$ cat src/rtl/ppm_pkg.sv
`timescale 1ns / 1ps
`default_nettype none
// ----------------------------------------------------------------------------
// Peak-to-peak level meter package
// Shared types, command codes, register indexes and fixed constants.
// ----------------------------------------------------------------------------
package ppm_pkg;

	// Field and register widths fixed by the interface.
	localparam int CMD_W       = 2;
	localparam int CFG_INDEX_W = 2;
	localparam int CFG_DATA_W  = 16;
	localparam int DIVISOR_W   = 8;
	localparam int SENS_W      = 8;
	localparam int DECAY_W     = 16;
	localparam int LEVEL_W     = 8;
	localparam int HEIGHT_W    = 4;

	// Input command codes.
	localparam logic [CMD_W-1:0] CMD_SAMPLE = 2'd0;
	localparam logic [CMD_W-1:0] CMD_TICK   = 2'd1;
	localparam logic [CMD_W-1:0] CMD_CLEAR  = 2'd2;

	// Configuration register indexes.
	localparam logic [CFG_INDEX_W-1:0] REG_DIVISOR     = 2'd0;
	localparam logic [CFG_INDEX_W-1:0] REG_SENSITIVITY = 2'd1;
	localparam logic [CFG_INDEX_W-1:0] REG_DECAY       = 2'd2;

	// Register reset values.
	localparam logic [DIVISOR_W-1:0] DIVISOR_RESET = 8'd3;
	localparam logic [SENS_W-1:0]    SENS_RESET    = 8'd10;
	localparam logic [DECAY_W-1:0]   DECAY_RESET   = 16'd100;

	// Level clamp and full-scale point of the bar.
	localparam logic [LEVEL_W-1:0] LEVEL_MAX        = 8'd250;
	localparam logic [LEVEL_W-1:0] LEVEL_FULL_SCALE = 8'd125;

	// Division by the full-scale point as a multiply by a reciprocal.
	// Exact for products below 2048, which covers every height below full scale.
	localparam int SCALE_SHIFT = 18;
	localparam int SCALE_RECIP = 2098;

	// Controller states.
	typedef enum logic [1:0] {
		ST_IDLE,
		ST_DIVIDE,
		ST_LEVEL,
		ST_SCALE
	} state_t;

	// Commands from the controller to the datapath.
	typedef struct packed {
		logic take;       // an input word is accepted this cycle
		logic div_start;  // window closes: load the dividers
		logic div_step;   // one restoring division step
		logic level_en;   // form the amplitude from the quotients
		logic scale_en;   // form the target height
		logic out_load;   // load the output register
	} ctrl_cmd_t;

endpackage
`default_nettype wire

$ cat src/rtl/ppm_ctrl.sv
`timescale 1ns / 1ps
`default_nettype none
// ----------------------------------------------------------------------------
// Peak-to-peak level meter controller
// Sequences the window close and owns the input and output handshakes.
// ----------------------------------------------------------------------------
module ppm_ctrl (
	input  wire logic                     clk,
	input  wire logic                     arst_n,
	input  wire logic                     in_valid,
	output logic                          in_stall,
	input  wire logic [ppm_pkg::CMD_W-1:0] cmd,
	input  wire logic                     window_end,
	output logic                          out_valid,
	input  wire logic                     out_stall,
	input  wire logic                     div_last,
	output ppm_pkg::ctrl_cmd_t            ctl
);

	ppm_pkg::state_t state_q;
	ppm_pkg::state_t state_n;
	logic            out_valid_q;
	logic            close_req;

	assign close_req = (cmd == ppm_pkg::CMD_SAMPLE) && window_end;
	assign out_valid = out_valid_q;

	// Output decode.
	always_comb begin
		in_stall      = (state_q != ppm_pkg::ST_IDLE) || (out_valid_q && out_stall);
		ctl.take      = in_valid && !in_stall;
		ctl.div_start = ctl.take && close_req;
		ctl.div_step  = (state_q == ppm_pkg::ST_DIVIDE);
		ctl.level_en  = (state_q == ppm_pkg::ST_LEVEL);
		ctl.scale_en  = (state_q == ppm_pkg::ST_SCALE);
		ctl.out_load  = (ctl.take && !close_req) || ctl.scale_en;
	end

	// Next state.
	always_comb begin
		state_n = state_q;
		unique case (state_q)
			ppm_pkg::ST_IDLE: begin
				if (ctl.div_start)
					state_n = ppm_pkg::ST_DIVIDE;
			end
			ppm_pkg::ST_DIVIDE: begin
				if (div_last)
					state_n = ppm_pkg::ST_LEVEL;
			end
			ppm_pkg::ST_LEVEL: begin
				state_n = ppm_pkg::ST_SCALE;
			end
			ppm_pkg::ST_SCALE: begin
				state_n = ppm_pkg::ST_IDLE;
			end
			default: begin
				state_n = ppm_pkg::ST_IDLE;
			end
		endcase
	end

	// State and output word flag.
	always_ff @(posedge clk or negedge arst_n) begin
		if (!arst_n) begin
			state_q     <= ppm_pkg::ST_IDLE;
			out_valid_q <= 1'b0;
		end else begin
			state_q <= state_n;
			if (ctl.out_load)
				out_valid_q <= 1'b1;
			else if (!out_stall)
				out_valid_q <= 1'b0;
		end
	end

	// A new result is only written when the output register is free or draining.
	a_load_free: assert property (@(posedge clk) disable iff (!arst_n)
		ctl.out_load |-> (!out_valid_q || !out_stall))
		else $error("output register overwritten while stalled");

	// A window-closing word always starts the divider sequence.
	a_close_seq: assert property (@(posedge clk) disable iff (!arst_n)
		ctl.div_start |=> (state_q == ppm_pkg::ST_DIVIDE))
		else $error("window close did not start division");

	// The scale step always leaves a result waiting.
	a_scale_out: assert property (@(posedge clk) disable iff (!arst_n)
		ctl.scale_en |=> out_valid_q)
		else $error("window result not presented");

endmodule
`default_nettype wire

$ cat src/rtl/ppm_dp.sv
`timescale 1ns / 1ps
`default_nettype none
// ----------------------------------------------------------------------------
// Peak-to-peak level meter datapath
// Window tracking, two serial dividers, amplitude, bar state and output register.
// ----------------------------------------------------------------------------
module ppm_dp #(
	parameter int BAR_SEGMENTS = 8,
	parameter int SAMPLE_WIDTH = 12
) (
	input  wire logic                           clk,
	input  wire logic                           arst_n,
	input  wire logic                           cfg_we,
	input  wire logic [ppm_pkg::CFG_INDEX_W-1:0] cfg_index,
	input  wire logic [ppm_pkg::CFG_DATA_W-1:0]  cfg_data,
	input  wire logic [ppm_pkg::CMD_W-1:0]       cmd,
	input  wire logic [SAMPLE_WIDTH-1:0]         sample_value,
	input  wire ppm_pkg::ctrl_cmd_t              ctl,
	output logic                                div_last,
	output logic [ppm_pkg::HEIGHT_W-1:0]         bar_height,
	output logic [ppm_pkg::LEVEL_W-1:0]          level,
	output logic [ppm_pkg::LEVEL_W-1:0]          peak_level,
	output logic                                bar_changed
);

	localparam int CNT_W   = $clog2(SAMPLE_WIDTH);
	localparam int DW      = ppm_pkg::DIVISOR_W;
	localparam int SCALE_K = BAR_SEGMENTS * ppm_pkg::SCALE_RECIP;
	localparam int PROD_W  = ppm_pkg::SCALE_SHIFT + ppm_pkg::HEIGHT_W + 1;
	localparam logic [ppm_pkg::HEIGHT_W-1:0] BAR_MAX = ppm_pkg::HEIGHT_W'(BAR_SEGMENTS);
	localparam logic [CNT_W-1:0] CNT_LAST = CNT_W'(SAMPLE_WIDTH - 1);

	// Configuration registers.
	logic [DW-1:0]                divisor_q;
	logic [ppm_pkg::SENS_W-1:0]   sens_q;
	logic [ppm_pkg::DECAY_W-1:0]  decay_q;

	// Meter state.
	logic [SAMPLE_WIDTH-1:0]        hi_q, lo_q, hi_n, lo_n;
	logic [ppm_pkg::LEVEL_W-1:0]    last_level_q;
	logic [ppm_pkg::LEVEL_W-1:0]    record_q, record_n;
	logic [ppm_pkg::HEIGHT_W-1:0]   target_q;
	logic [ppm_pkg::HEIGHT_W-1:0]   shown_q, shown_n;
	logic                           dark_q, dark_n;
	logic [ppm_pkg::DECAY_W-1:0]    ms_q, ms_n;
	logic                           changed_n;

	// Divider lanes: lane 0 divides the maximum, lane 1 the minimum.
	logic [DW-1:0]           rem_q [2];
	logic [SAMPLE_WIDTH-1:0] quo_q [2];
	logic [DW-1:0]           rem_n [2];
	logic [SAMPLE_WIDTH-1:0] quo_n [2];
	logic [CNT_W-1:0]        cnt_q;
	logic [DW-1:0]           dsr;

	// Amplitude and height.
	logic [SAMPLE_WIDTH-1:0]       p2p, amp_raw;
	logic [ppm_pkg::LEVEL_W-1:0]   amp;
	logic [PROD_W-1:0]             prod;
	logic [ppm_pkg::HEIGHT_W-1:0]  height;

	// Output register.
	logic [ppm_pkg::HEIGHT_W-1:0] bar_height_q;
	logic [ppm_pkg::LEVEL_W-1:0]  level_q;
	logic [ppm_pkg::LEVEL_W-1:0]  peak_q;
	logic                         changed_q;

	assign bar_height  = bar_height_q;
	assign level       = level_q;
	assign peak_level  = peak_q;
	assign bar_changed = changed_q;
	assign div_last    = (cnt_q == CNT_LAST);

	// Update of the meter state for one accepted word.
	always_comb begin
		hi_n      = hi_q;
		lo_n      = lo_q;
		record_n  = record_q;
		shown_n   = shown_q;
		dark_n    = dark_q;
		ms_n      = ms_q;
		changed_n = 1'b0;
		if (ctl.take) begin
			case (cmd)
				ppm_pkg::CMD_SAMPLE: begin
					if (sample_value > hi_q)
						hi_n = sample_value;
					if (sample_value < lo_q)
						lo_n = sample_value;
				end
				ppm_pkg::CMD_TICK: begin
					if (target_q > shown_q) begin
						shown_n   = target_q;
						ms_n      = '0;
						dark_n    = 1'b0;
						changed_n = 1'b1;
					end else if (ms_q < decay_q) begin
						ms_n = ms_q + 1'b1;
					end else if (shown_q == '0) begin
						dark_n = 1'b1;
					end else begin
						shown_n = shown_q - 1'b1;
						if (!dark_q) begin
							ms_n      = '0;
							changed_n = 1'b1;
						end
					end
				end
				ppm_pkg::CMD_CLEAR: begin
					record_n = '0;
				end
				default: begin
				end
			endcase
		end
	end

	// One restoring division step per lane.
	assign dsr = (divisor_q == '0) ? DW'(1) : divisor_q;

	always_comb begin
		logic [DW:0] part;
		logic        ge;
		for (int i = 0; i < 2; i++) begin
			part     = {rem_q[i], quo_q[i][SAMPLE_WIDTH-1]};
			ge       = (part >= {1'b0, dsr});
			rem_n[i] = ge ? DW'(part - {1'b0, dsr}) : part[DW-1:0];
			quo_n[i] = {quo_q[i][SAMPLE_WIDTH-2:0], ge};
		end
	end

	// Amplitude from the two quotients, less the offset, clamped.
	always_comb begin
		p2p     = (quo_q[0] >= quo_q[1]) ? (quo_q[0] - quo_q[1]) : '0;
		amp_raw = (p2p > SAMPLE_WIDTH'(sens_q)) ? (p2p - SAMPLE_WIDTH'(sens_q)) : '0;
		amp     = (amp_raw > SAMPLE_WIDTH'(ppm_pkg::LEVEL_MAX)) ?
		          ppm_pkg::LEVEL_MAX : amp_raw[ppm_pkg::LEVEL_W-1:0];
	end

	// Target height: level * segments / full scale, capped at the bar length.
	always_comb begin
		prod   = PROD_W'(last_level_q) * PROD_W'(SCALE_K);
		height = (last_level_q >= ppm_pkg::LEVEL_FULL_SCALE) ?
		         BAR_MAX : prod[ppm_pkg::SCALE_SHIFT +: ppm_pkg::HEIGHT_W];
	end

	// Configuration and meter state.
	always_ff @(posedge clk or negedge arst_n) begin
		if (!arst_n) begin
			divisor_q    <= ppm_pkg::DIVISOR_RESET;
			sens_q       <= ppm_pkg::SENS_RESET;
			decay_q      <= ppm_pkg::DECAY_RESET;
			hi_q         <= '0;
			lo_q         <= '1;
			last_level_q <= '0;
			record_q     <= '0;
			target_q     <= '0;
			shown_q      <= '0;
			dark_q       <= 1'b0;
			ms_q         <= '0;
		end else begin
			if (cfg_we) begin
				unique case (cfg_index)
					ppm_pkg::REG_DIVISOR:     divisor_q <= cfg_data[DW-1:0];
					ppm_pkg::REG_SENSITIVITY: sens_q    <= cfg_data[ppm_pkg::SENS_W-1:0];
					ppm_pkg::REG_DECAY:       decay_q   <= cfg_data[ppm_pkg::DECAY_W-1:0];
					default: begin
					end
				endcase
			end
			if (ctl.take) begin
				hi_q    <= ctl.div_start ? '0 : hi_n;
				lo_q    <= ctl.div_start ? '1 : lo_n;
				shown_q <= shown_n;
				dark_q  <= dark_n;
				ms_q    <= ms_n;
			end
			if (ctl.level_en) begin
				last_level_q <= amp;
				if (amp > record_q)
					record_q <= amp;
			end else if (ctl.take) begin
				record_q <= record_n;
			end
			if (ctl.scale_en)
				target_q <= height;
		end
	end

	// Divider lanes and step counter.
	always_ff @(posedge clk) begin
		if (ctl.div_start) begin
			rem_q[0] <= '0;
			rem_q[1] <= '0;
			quo_q[0] <= hi_n;
			quo_q[1] <= lo_n;
			cnt_q    <= '0;
		end else if (ctl.div_step) begin
			rem_q[0] <= rem_n[0];
			rem_q[1] <= rem_n[1];
			quo_q[0] <= quo_n[0];
			quo_q[1] <= quo_n[1];
			cnt_q    <= cnt_q + 1'b1;
		end
	end

	// Output register.
	always_ff @(posedge clk) begin
		if (ctl.out_load) begin
			bar_height_q <= shown_n;
			level_q      <= last_level_q;
			peak_q       <= record_n;
			changed_q    <= changed_n;
		end
	end

	// The shown bar and the target never pass the bar length.
	a_bar_range: assert property (@(posedge clk) disable iff (!arst_n)
		(shown_q <= BAR_MAX) && (target_q <= BAR_MAX))
		else $error("bar height out of range");

	// Levels stay within the clamp.
	a_level_range: assert property (@(posedge clk) disable iff (!arst_n)
		(last_level_q <= ppm_pkg::LEVEL_MAX) && (record_q <= ppm_pkg::LEVEL_MAX))
		else $error("level out of range");

	// A closed window raises the peak record to at least its level.
	a_record_follow: assert property (@(posedge clk) disable iff (!arst_n)
		ctl.level_en |=> (record_q >= last_level_q))
		else $error("peak record below new level");

endmodule
`default_nettype wire

$ cat src/rtl/peak_to_peak_level_meter.sv
`timescale 1ns / 1ps
`default_nettype none
// ----------------------------------------------------------------------------
// Peak-to-peak level meter
// Tracks the window minimum and maximum of ADC samples, turns them into a
// clamped amplitude and drives a bar display with timed decay.
// ----------------------------------------------------------------------------
//
//  Channel   Handshake            Word
//  input     in_valid / in_stall  cmd, sample_value, window_end
//  output    out_valid/out_stall  bar_height, level, peak_level, bar_changed
//  config    cfg_we               cfg_index, cfg_data
//
// Ticks, clears and samples that do not end a window load the output register
// in the cycle they are taken. A window-end sample runs the bit-serial restoring
// dividers on the maximum and minimum, then the level and scale steps.
// One word is in work at a time; a finished word waits in the output register
// and the next word is taken in the cycle that register drains.
// Reset is asynchronous and needs no clearing pass.
//
module peak_to_peak_level_meter #(
	parameter int BAR_SEGMENTS = 8,
	parameter int SAMPLE_WIDTH = 12
) (
	input  wire logic                           clk,
	input  wire logic                           arst_n,
	input  wire logic                           in_valid,
	output logic                                in_stall,
	input  wire logic [ppm_pkg::CMD_W-1:0]       cmd,
	input  wire logic [SAMPLE_WIDTH-1:0]         sample_value,
	input  wire logic                           window_end,
	output logic                                out_valid,
	input  wire logic                           out_stall,
	output logic [ppm_pkg::HEIGHT_W-1:0]         bar_height,
	output logic [ppm_pkg::LEVEL_W-1:0]          level,
	output logic [ppm_pkg::LEVEL_W-1:0]          peak_level,
	output logic                                bar_changed,
	input  wire logic                           cfg_we,
	input  wire logic [ppm_pkg::CFG_INDEX_W-1:0] cfg_index,
	input  wire logic [ppm_pkg::CFG_DATA_W-1:0]  cfg_data
);

	ppm_pkg::ctrl_cmd_t ctl;
	logic               div_last;

	// Sequencer and handshakes.
	ppm_ctrl u_ctrl (
		.clk        (clk),
		.arst_n     (arst_n),
		.in_valid   (in_valid),
		.in_stall   (in_stall),
		.cmd        (cmd),
		.window_end (window_end),
		.out_valid  (out_valid),
		.out_stall  (out_stall),
		.div_last   (div_last),
		.ctl        (ctl)
	);

	// Arithmetic, meter state and output register.
	ppm_dp #(
		.BAR_SEGMENTS (BAR_SEGMENTS),
		.SAMPLE_WIDTH (SAMPLE_WIDTH)
	) u_dp (
		.clk          (clk),
		.arst_n       (arst_n),
		.cfg_we       (cfg_we),
		.cfg_index    (cfg_index),
		.cfg_data     (cfg_data),
		.cmd          (cmd),
		.sample_value (sample_value),
		.ctl          (ctl),
		.div_last     (div_last),
		.bar_height   (bar_height),
		.level        (level),
		.peak_level   (peak_level),
		.bar_changed  (bar_changed)
	);

endmodule
`default_nettype wire

$ cat config.mk
export PLATFORM = sky130hd
export DESIGN_NAME = peak_to_peak_level_meter
export DESIGN_NICKNAME = d
export VERILOG_FILES = /design/src/rtl/ppm_pkg.sv /design/src/rtl/ppm_ctrl.sv /design/src/rtl/ppm_dp.sv /design/src/rtl/peak_to_peak_level_meter.sv
export SDC_FILE = /design/constraint.sdc
export NUM_CORES = 1
export LEC_CHECK = 0
export ABC_AREA = 1
export BUFFER_PORTS_ARGS = -buffer_cell sky130_fd_sc_hd__buf_2
export CORE_MARGIN = 3
export CORE_UTILIZATION = 42
export DETAILED_ROUTE_END_ITERATION = 12
export HOLD_SLACK_MARGIN = 0.05
export PLACE_DENSITY = 0.65
export SLEW_MARGIN = 20
export SYNTH_ARGS = -nofsm -noshare
export SYNTH_HDL_FRONTEND = slang
export SYNTH_HIERARCHICAL = 1
export SYNTH_SLANG_ARGS = --single-unit
$ cat constraint.sdc
create_clock -name clk -period 5.6 [get_ports clk]
set_input_delay 1.12 -clock clk [delete_from_list [all_inputs] [get_ports clk]]
set_output_delay 1.12 -clock clk [all_outputs]
set_load 0.05 [all_outputs]
==> results.cfg, run 1 <==
[sta]
slew_viol_final = 0
rsz0062_at_grt = no
skew_ps = 14.0
setup_viol = 0
fin_setup_tns_ps = 0
worst_slew_pin_slew_ps = 1070
timing.slew.headroom_pct = 27.9
final_hold_viol_count = 0
min_period_ps = 5050
min_period_over_period_pct = 90.1
fmax_mhz = 198

[cts]
htreeDepth = 4
cts_setup_buffers = 0
cts_tree = yes
clock-sinks = 165
clock-root-buffer = clkbuf_16
numCtsBuffers = 17
cts.reportedPaths.clkPinSlew_ps = 70
clockBufferDepth = 2
clock_latency_ps = 440

[floorplan]
row_count = 59
die_y_um = 171
ioPinCount = 61
start_util_pct = 43.2
die_area_um2 = 29100
coreArea_um2 = 26400
die_x_um = 171

[pwr]
p_sw_share_pct = 49.1
power.leakage_uw = 0.00645
p_seq_share_pct = 26.0
internal_power_uw = 4230
pwr-share-clk_pct = 14.6
ir_worst_vdd_v = 0.000337
power_frac_comb_pct = 59.5
p_per_area_nw_per_um2 = 659
p_sw_uw = 4090

[setup_path]
critPathKind = reg -> reg
r2r_start = u_dp/quo_q[0][12]$_DFFE_PP_
crit_fanout = 10
required_ps = 5910
slowest_stage = fa_1
path_buf_inv = 5
crit_family = simple AND/OR/NAND/NOR gates
crit_path_frequent_cell = nand2_1
endpoint_kind = flip-flop
critical_path.max_stage_delay_ps = 400
cp-start-kind = flip-flop
cp-startpoint = u_dp/quo_q[0][12]$_DFFE_PP_
worst_ep_arrival_time_ps = 5360

[yosys]
yosysMostFrequentCell = nand2_1
synth_seq_area_share_pct = 38.9
ys.warnings.count = 6
syn_area_per_cell_um2 = 7.97
synthTopCellsByCount = 323 x nand2_1, 242 x inv_1, 132 x ha_1
syn_area_um2 = 11400
synthFlopType = dfrtp_1
synth_edf_count = 61
synth_top_area_share_pct = 17.8
syn-num-nets = 1607
synth_area_leaders = dfrtp_1 18%, edfxtp_1 16%, ha_1 14%
synthArstFlopShare_pct = 60.6
ys_ff_latch = 165
ys_types = 51
synthCells = 1429
yosysTopAreaCell = dfrtp_1

[global_route]
grt_first_pass_wirelength_mm = 43.6
grt_antenna_before_repair = 0
first_global_vias = 9025
grt_usage_pct = 18.2
grt_max_degree = 59
gr-total-overflow = 0

[cells_and_area]
drive_gt1_share_pct = 9.82
fillers = 2575
diodes = 0
synthToLayoutAreaGrowth_pct = 10.9
stdcell_area_um2 = 12600
fin_nets = 1662

[flow_run]
maxCapViolations = 0

[placed_design]
dpl_cell_area_um2 = 12000
io_buffers = 60
gp_congestion = 0.900
hpwl_mm = 19.3

[routing]
ant_nets = 0
first_iter_violations = 639
drc = 0
vias_per_cell = 5.14
avgRoutedWirePerCell_um = 14.0
finalWirelength_mm = 25.7
drt-pass1-iter-count = 5
vias = 9420

[min_path]
hp-start = u_dp/decay_q[1]$_DFFE_PN0P_
hp-class = reg -> reg

[status]
status = finished, final reports clean
worst min-delay path, delay by kind of cell, from the launching register on:
family	cells	cell delay, ps
AOI/OAI and AO/OA	1	60
DFF	1	340
and+or+nand+nor	1	50
logic make-up after synthesis:
logic type | count (synthesis) | synth area share, %
AO/OA/AOI/OAI | 239 | 11.7
XOR/XNOR | 28 | 2.15
adder cells (fa/ha/maj) | 140 | 15.9
buffers and inverters | 276 | 9.30
flip-flops | 165 | 38.9
AND/OR/NAND/NOR | 581 | 22.0
power by group through the flow:
stage	sequential, uW	clock (uW)	combinational [uW]
floorplan	2330	0	3690
global placement	2170	0	4810
detailed placement	2180	0	4900
CTS	2160	1250	4940
global route	2220	1290	5740
finish	2160	1210	4950
flip-flops by register name, summed over array words and instances, names as in the netlist:
| register | count |
|---|---|
| u_dp/hi_q | 12 |
| u_ctrl/state_q | 2 |
| u_dp/sens_q | 8 |
| u_dp/last_level_q | 8 |
| u_dp/lo_q | 12 |
| u_dp/shown_q | 4 |
| u_dp/peak_level | 8 |
| u_dp/record_q | 8 |
| u_dp/bar_height | 4 |
| u_dp/level | 8 |
| u_dp/rem_q | 16 |
| u_dp/ms_q | 16 |
| u_dp/target_q | 4 |
| u_dp/bar_changed | 1 |
| u_dp/divisor_q | 8 |
| u_dp/dark_q | 1 |
| u_dp/cnt_q | 4 |
| u_ctrl/out_valid | 1 |
| u_dp/quo_q | 24 |
| u_dp/decay_q | 16 |
path summary, 6_finish.rpt:
path,endpoint,slack (ps),cells past startpoint
setup / recovery,u_dp/record_q[0]$_DFFE_PN0P_,550,34
hold / removal,u_dp/decay_q[1]$_DFFE_PN0P_,490,2
setup reg to reg,u_dp/record_q[0]$_DFFE_PN0P_,550,34
hold reg to reg,u_dp/decay_q[1]$_DFFE_PN0P_,490,2
max in group asynchronous,u_dp/hi_q[1]$_DFFE_PN0P_,3710,2
min in group asynchronous,u_dp/decay_q[11]$_DFFE_PN0P_,680,1
routing by layer:
layer / track usage (%) / up-vias / part of all wire, %
met5: 0 / - / 0
met4: 5.19 / 0 / 1.4
met3: 2.43 / 22 / 3.1
met2: 30.5 / 164 / 47
met1: 24.7 / 4384 / 48
li1: - / 4850 / -
per-stage QoR:
stage | instances | total power (uW) | utilization, % | setup WS [ps] | hold slack [ps]
finish | 1832 | 8320 | 47.9 | 554 | 489
detailed placement | 1799 | 7080 | 45.6 | 422 | 476
global route | 1832 | 9250 | 47.9 | 9.96 | 519
global placement | 1799 | 6980 | 45.6 | 575 | 467
floorplan | 1429 | 6020 | - | 802 | 453
CTS | 1831 | 8350 | 47.9 | 405 | 493
final cells by class:
type                    instances  area (um^2)  area share, %
well taps                     335          419           3.32
clock inverters                13          133           1.05
repair buffers                 65          340           2.69
multi-input cells             989         5910           46.7
inverters                     246          923           7.31
flip-flops and latches        165         4440           35.1
clock buffers                  19          475           3.76
cells in the final DEF, fill, tap and decap left out, types with 14 or more instances in the layout:
cell       Yosys  final
a21oi_1       76     76
a31oi_1       14     14
buf_2          4     59
clkbuf_16      0     19
dfrtp_1       81     81
dfstp_2       19     19
edfxtp_1      61     61
ha_1         132    132
inv_1        242    242
nand2_1      323    323
nand3_1       83     83
nand4_1       24     24
nor2_1        96     95
nor3_1        21     21
o21ai_0       86     84
o21ai_1       15     17
o22ai_1       15     15
xor2_1        22     22
repair_timing:
| item | 4_1_cts | 5_1_grt |
|---|---|---|
| endpoints found under the setup margin | 0 | 8 |
| resized for setup | 0 | 2 |
| hold buffers | 0 | 0 |
(Power assumes the default switching activity.)
==> run 2: changes to the inputs <==
--- a/config.mk
+++ b/config.mk
@@ -6,7 +6,7 @@
 export NUM_CORES = 1
 export LEC_CHECK = 0
 export ABC_AREA = 1
-export BUFFER_PORTS_ARGS = -buffer_cell sky130_fd_sc_hd__buf_2
+export BUFFER_PORTS_ARGS = -buffer_cell sky130_fd_sc_hd__buf_4
 export CORE_MARGIN = 3
 export CORE_UTILIZATION = 42
 export DETAILED_ROUTE_END_ITERATION = 12
==> results.cfg, run 2 (synthesized netlist as in run 1, its figures left out) <==
[status]
status = finished, final reports clean

[cts]
cts_tree = yes
cts.reportedPaths.clkPinSlew_ps = 70
numCtsBuffers = 17
clock-sinks = 165
htreeDepth = 4
clockBufferDepth = 2
cts_hold_buf = 0
clock_latency_ps = 430
clock-root-buffer = clkbuf_16

[sta]
final_hold_viol_count = 0
worst_slew_pin_slew_ps = 1030
rsz0062_at_grt = no
setup_ws_ps = 500
skew_ps = 11.4
fin_setup_tns_ps = 0
slew_viol_final = 0
whs_ps = 489
timing.slew.headroom_pct = 30.8
min_period_over_period_pct = 91.1
setup_viol = 0
fmax_mhz = 196
min_period_ps = 5100

[setup_path]
critical_path.max_stage_delay_ps = 410
rrSetupSlack_ps = 500
crit_fanout = 10
cp-start-kind = flip-flop
crit_path_end = u_dp/record_q[2]$_DFFE_PN0P_
r2r_start = u_dp/quo_q[0][12]$_DFFE_PP_
cp-startpoint = u_dp/quo_q[0][12]$_DFFE_PP_
endpoint_kind = flip-flop
crit_path_frequent_cell = nand2_1
required_ps = 5910
worst_ep_arrival_time_ps = 5410
r2r_end = u_dp/record_q[2]$_DFFE_PN0P_
slowest_stage = edfxtp_1
critPathKind = reg -> reg
r2r_cells = 34

[global_route]
grt_usage_pct = 18.1
grt_first_pass_wirelength_mm = 43.5
first_global_vias = 9110
grt_max_degree = 57
grt_antenna_before_repair = 0
gr-total-overflow = 0

[min_path]
hp-start = u_dp/sens_q[7]$_DFFE_PN0P_
hp-class = reg -> reg

[flow_run]
maxCapViolations = 0

[placed_design]
gp_congestion = 0.911
place_ws_ps = 432
io_buffers = 60
hpwl_mm = 19.3

[pwr]
ir_worst_vdd_v = 0.000265
internal_power_uw = 4200
pwr-share-clk_pct = 14.0
p_sw_uw = 4130
power_frac_comb_pct = 60.1
p_total_uw = 8330
power.leakage_uw = 0.00649
p_seq_share_pct = 25.9
p_per_area_nw_per_um2 = 654
p_sw_share_pct = 49.6

[cells_and_area]
largest_register_ffs = 24
final_common_cell = nand2_1
synthToLayoutAreaGrowth_pct = 11.9
layout_common_cells = 322 x nand2_1, 241 x inv_1, 132 x ha_1
largest-register = u_dp/quo_q
fin_nets = 1661
diodes = 0
final_util_pct = 48.4
drive_gt1_share_pct = 9.96

[routing]
vias = 9412
vias_per_cell = 5.14
drt-pass1-iter-count = 6
avgRoutedWirePerCell_um = 14.1
drc = 0
ant_nets = 0
first_iter_violations = 559
finalWirelength_mm = 25.7

[floorplan]
die_area_um2 = 29100
die_x_um = 171
coreArea_um2 = 26400
start_util_pct = 43.2
ioPinCount = 61
row_count = 59
die_y_um = 171
[run 2: cell types whose count changed in the layout (fill, tap and decap cells not counted), moves of 2 or more]
cell	delta
buf_4	+58
buf_2	-59
inv_8	+5
clkinvlp_4	-2
clkinv_4	-3
clkbuf_16	-2
inv_6	+4
[run 2: critical path: cells and delay by family, from the launching register on]
kind / cells / cell delay (ps)
AOI/OAI and AO/OA: 6 / 780
adders and majority gates: 5 / 1500
buffers and inverters: 5 / 520
and+or+nand+nor: 18 / 1750
DFF: 1 / 410
[run 2: area by class of cell]
type | instances | area, um^2
Fill cell | 2612 | 13600
Sequential cell | 165 | 4440
Tap cell | 335 | 419
Clock inverter | 15 | 146
Timing Repair Buffer | 64 | 480
Clock buffer | 17 | 425
Multi-Input combinational cell | 989 | 5910
Inverter | 246 | 923
[run 2: worst min path at each step]
stage / end / slack (ps) / cells after the start
5_1_grt: u_dp/sens_q[3]$_DFFE_PN1P_ / 520 / 2
6_report: u_dp/sens_q[7]$_DFFE_PN0P_ / 490 / 2
2_1_floorplan: u_dp/decay_q[1]$_DFFE_PN0P_ / 450 / 2
3_5_place_dp: u_dp/dark_q$_DFFE_PN0P_ / 470 / 2
3_3_place_gp: u_dp/decay_q[7]$_DFFE_PN0P_ / 470 / 2
4_1_cts: u_dp/dark_q$_DFFE_PN0P_ / 490 / 2
[run 2: per-layer routing]
metal / vias up / share of wire (%) / GRT usage (%)
met4: 0 / 1.5 / 4.62
met5: - / 0 / 0
met1: 4378 / 47 / 23.9
met3: 26 / 3.1 / 2.89
met2: 163 / 48 / 31.0
li1: 4845 / - / -
[run 2: power by group through the flow]
stage / combinational [uW] / sequential [uW] / clock, uW
after floorplan: 3690 / 2330 / 0
after global placement: 4850 / 2180 / 0
after detailed placement: 4940 / 2190 / 0
after CTS: 4980 / 2170 / 1190
after global routing: 5780 / 2220 / 1250
final: 5010 / 2160 / 1160
[run 2: repair_timing]
item	4_1_cts	5_1_grt
buffers inserted	0	0
setup endpoints to repair	0	8
resized for setup	0	3
[run 2: metrics by stage]
| stage | area [um^2] | cells |
|---|---|---|
| 2_1_floorplan | 11400 | 1429 |
| 3_3_place_gp | 12200 | 1798 |
| 3_5_place_dp | 12200 | 1798 |
| 4_1_cts | 12700 | 1830 |
| 5_1_grt | 12700 | 1831 |
| 6_report | 12700 | 1831 |
==> run 3: changes to the inputs <==
--- a/config.mk
+++ b/config.mk
@@ -7,11 +7,13 @@
 export LEC_CHECK = 0
 export ABC_AREA = 1
 export BUFFER_PORTS_ARGS = -buffer_cell sky130_fd_sc_hd__buf_4
+export CORE_ASPECT_RATIO = 1.2
 export CORE_MARGIN = 3
 export CORE_UTILIZATION = 42
 export DETAILED_ROUTE_END_ITERATION = 12
 export HOLD_SLACK_MARGIN = 0.05
 export PLACE_DENSITY = 0.65
+export REMOVE_ABC_BUFFERS = 1
 export SLEW_MARGIN = 20
 export SYNTH_ARGS = -nofsm -noshare
 export SYNTH_HDL_FRONTEND = slang
==> results.cfg, run 3 (synthesized netlist as in run 1, its figures left out) <==
[routing]
ant_nets = 0
finalWirelength_mm = 25.8
drc = 0
avgRoutedWirePerCell_um = 14.1
vias_per_cell = 5.18
drt-pass1-iter-count = 7
first_iter_violations = 504
vias = 9513

[setup_path]
worst_ep_arrival_time_ps = 5540
r2r_cells = 33
critPathKind = reg -> reg
endpoint_kind = flip-flop
critical_path.max_stage_delay_ps = 540
required_ps = 5950
crit_path_frequent_cell = nand2_1
r2r_start = u_dp/quo_q[0][12]$_DFFE_PP_
rrSetupSlack_ps = 410
r2r_end = u_dp/record_q[5]$_DFFE_PN0P_
slowest_stage = fa_2
cp-start-kind = flip-flop
crit_fanout = 10

[sta]
min_period_over_period_pct = 92.7
final_hold_viol_count = 0
fmax_mhz = 193
skew_ps = 10.9
rsz0062_at_grt = no
timing.slew.headroom_pct = 34.2
worst_slew_pin_slew_ps = 979
min_period_ps = 5190
slew_viol_final = 0
setup_viol = 0
fin_setup_tns_ps = 0

[cells_and_area]
final_common_cell = nand2_1
drive_gt1_share_pct = 10.3
synthToLayoutAreaGrowth_pct = 12.5
diodes = 0
fillers = 2612
final_util_pct = 48.4
fin_nets = 1666
largest_register_ffs = 24
largest-register = u_dp/quo_q
layout_common_cells = 322 x nand2_1, 242 x inv_1, 132 x ha_1

[cts]
cts.reportedPaths.clkPinSlew_ps = 70
clockBufferDepth = 2
numCtsBuffers = 17
htreeDepth = 4
cts_tree = yes
clock-root-buffer = clkbuf_16
clock-sinks = 165
clock_latency_ps = 430

[global_route]
grt.busiest_layer = met2
grt_max_degree = 56
grt.met2_usage_pct = 31.1
use_met3_pct = 2.32
gr-total-overflow = 0
grt_first_pass_wirelength_mm = 43.6
first_global_vias = 9283
met1_usage_pct = 23.2
grt_antenna_before_repair = 0
grt_usage_pct = 17.9

[pwr]
ir_worst_vdd_v = 0.000257
power.leakage_uw = 0.00653
p_per_area_nw_per_um2 = 656

[floorplan]
die_x_um = 156
die_area_um2 = 29200
start_util_pct = 43.0
ioPinCount = 61
die_y_um = 186
coreArea_um2 = 26500
row_count = 65

[flow_run]
maxCapViolations = 0

[placed_design]
gp_congestion = 0.885
hpwl_mm = 19.6
io_buffers = 60

[status]
status = finished, final reports clean

[min_path]
whs_endpoint = u_dp/sens_q[6]$_DFFE_PN0P_
hold_depth = 2
hp-class = reg -> reg
hp-start = u_dp/sens_q[6]$_DFFE_PN0P_
## run 3: worst max-delay path by stage
stage,from,endpoint,slack [ps],depth (start not counted)
floorplan,u_dp/quo_q[0][12]$_DFFE_PP_,u_dp/record_q[0]$_DFFE_PN0P_,800,33
global placement,u_dp/quo_q[0][12]$_DFFE_PP_,u_dp/record_q[7]$_DFFE_PN0P_,550,34
detailed placement,u_dp/quo_q[0][12]$_DFFE_PP_,u_dp/record_q[1]$_DFFE_PN0P_,360,34
CTS,u_dp/quo_q[0][12]$_DFFE_PP_,u_dp/record_q[1]$_DFFE_PN0P_,350,34
global route,u_dp/quo_q[0][12]$_DFFE_PP_,u_dp/record_q[1]$_DFFE_PN0P_,1,35
finish,u_dp/quo_q[0][12]$_DFFE_PP_,u_dp/record_q[5]$_DFFE_PN0P_,410,33
## run 3: metrics by stage
stage / cell area (um^2) / hold slack, ps / worst slack (ps) / cells / power [uW]
5_1_grt: 12800 / 511 / 1.49 / 1836 / 9330
6_report: 12800 / 488 / 411 / 1836 / 8410
4_1_cts: 12800 / 493 / 346 / 1833 / 8420
3_3_place_gp: 12200 / 468 / 554 / 1801 / 7060
3_5_place_dp: 12200 / 475 / 365 / 1801 / 7170
2_1_floorplan: 11300 / 453 / 800 / 1399 / 5930
## run 3: power breakdown
part	total (uW)	switching, uW	internal [uW]
registers	2170	303	1870
logic	5040	3270	1770
clock network	1200	551	644
total	8410	4120	4290
## run 3: layout make-up
type | count | area [um^2] | share of cell area, %
clock inverter | 13 | 124 | 0.966
tap | 335 | 419 | 3.27
clock buffer | 19 | 475 | 3.71
multi-input combinational | 988 | 5920 | 46.1
inverter | 246 | 923 | 7.20
sequential | 165 | 4440 | 34.6
timing repair buffer | 70 | 526 | 4.10
## run 3: what timing repair did
item,CTS,global route
hold buffers,0,0
resized for setup,0,4
endpoints found under the setup margin,0,8
setup buffers,0,3
## run 3: metal layers
layer / share of wire [%] / wire length [um]
met2: 50 / 13000
met4: 2.1 / 541
met1: 44 / 11500
met3: 3.2 / 836
met5: 0 / 0
## run 3: worst max-delay path, delay by kind of cell, from the launching register on
kind            cells  cell delay (ps)
fa+ha+maj           5             1640
flops               1              420
simple gates       17             1650
compound gates      5              750
buf+inv             6              660
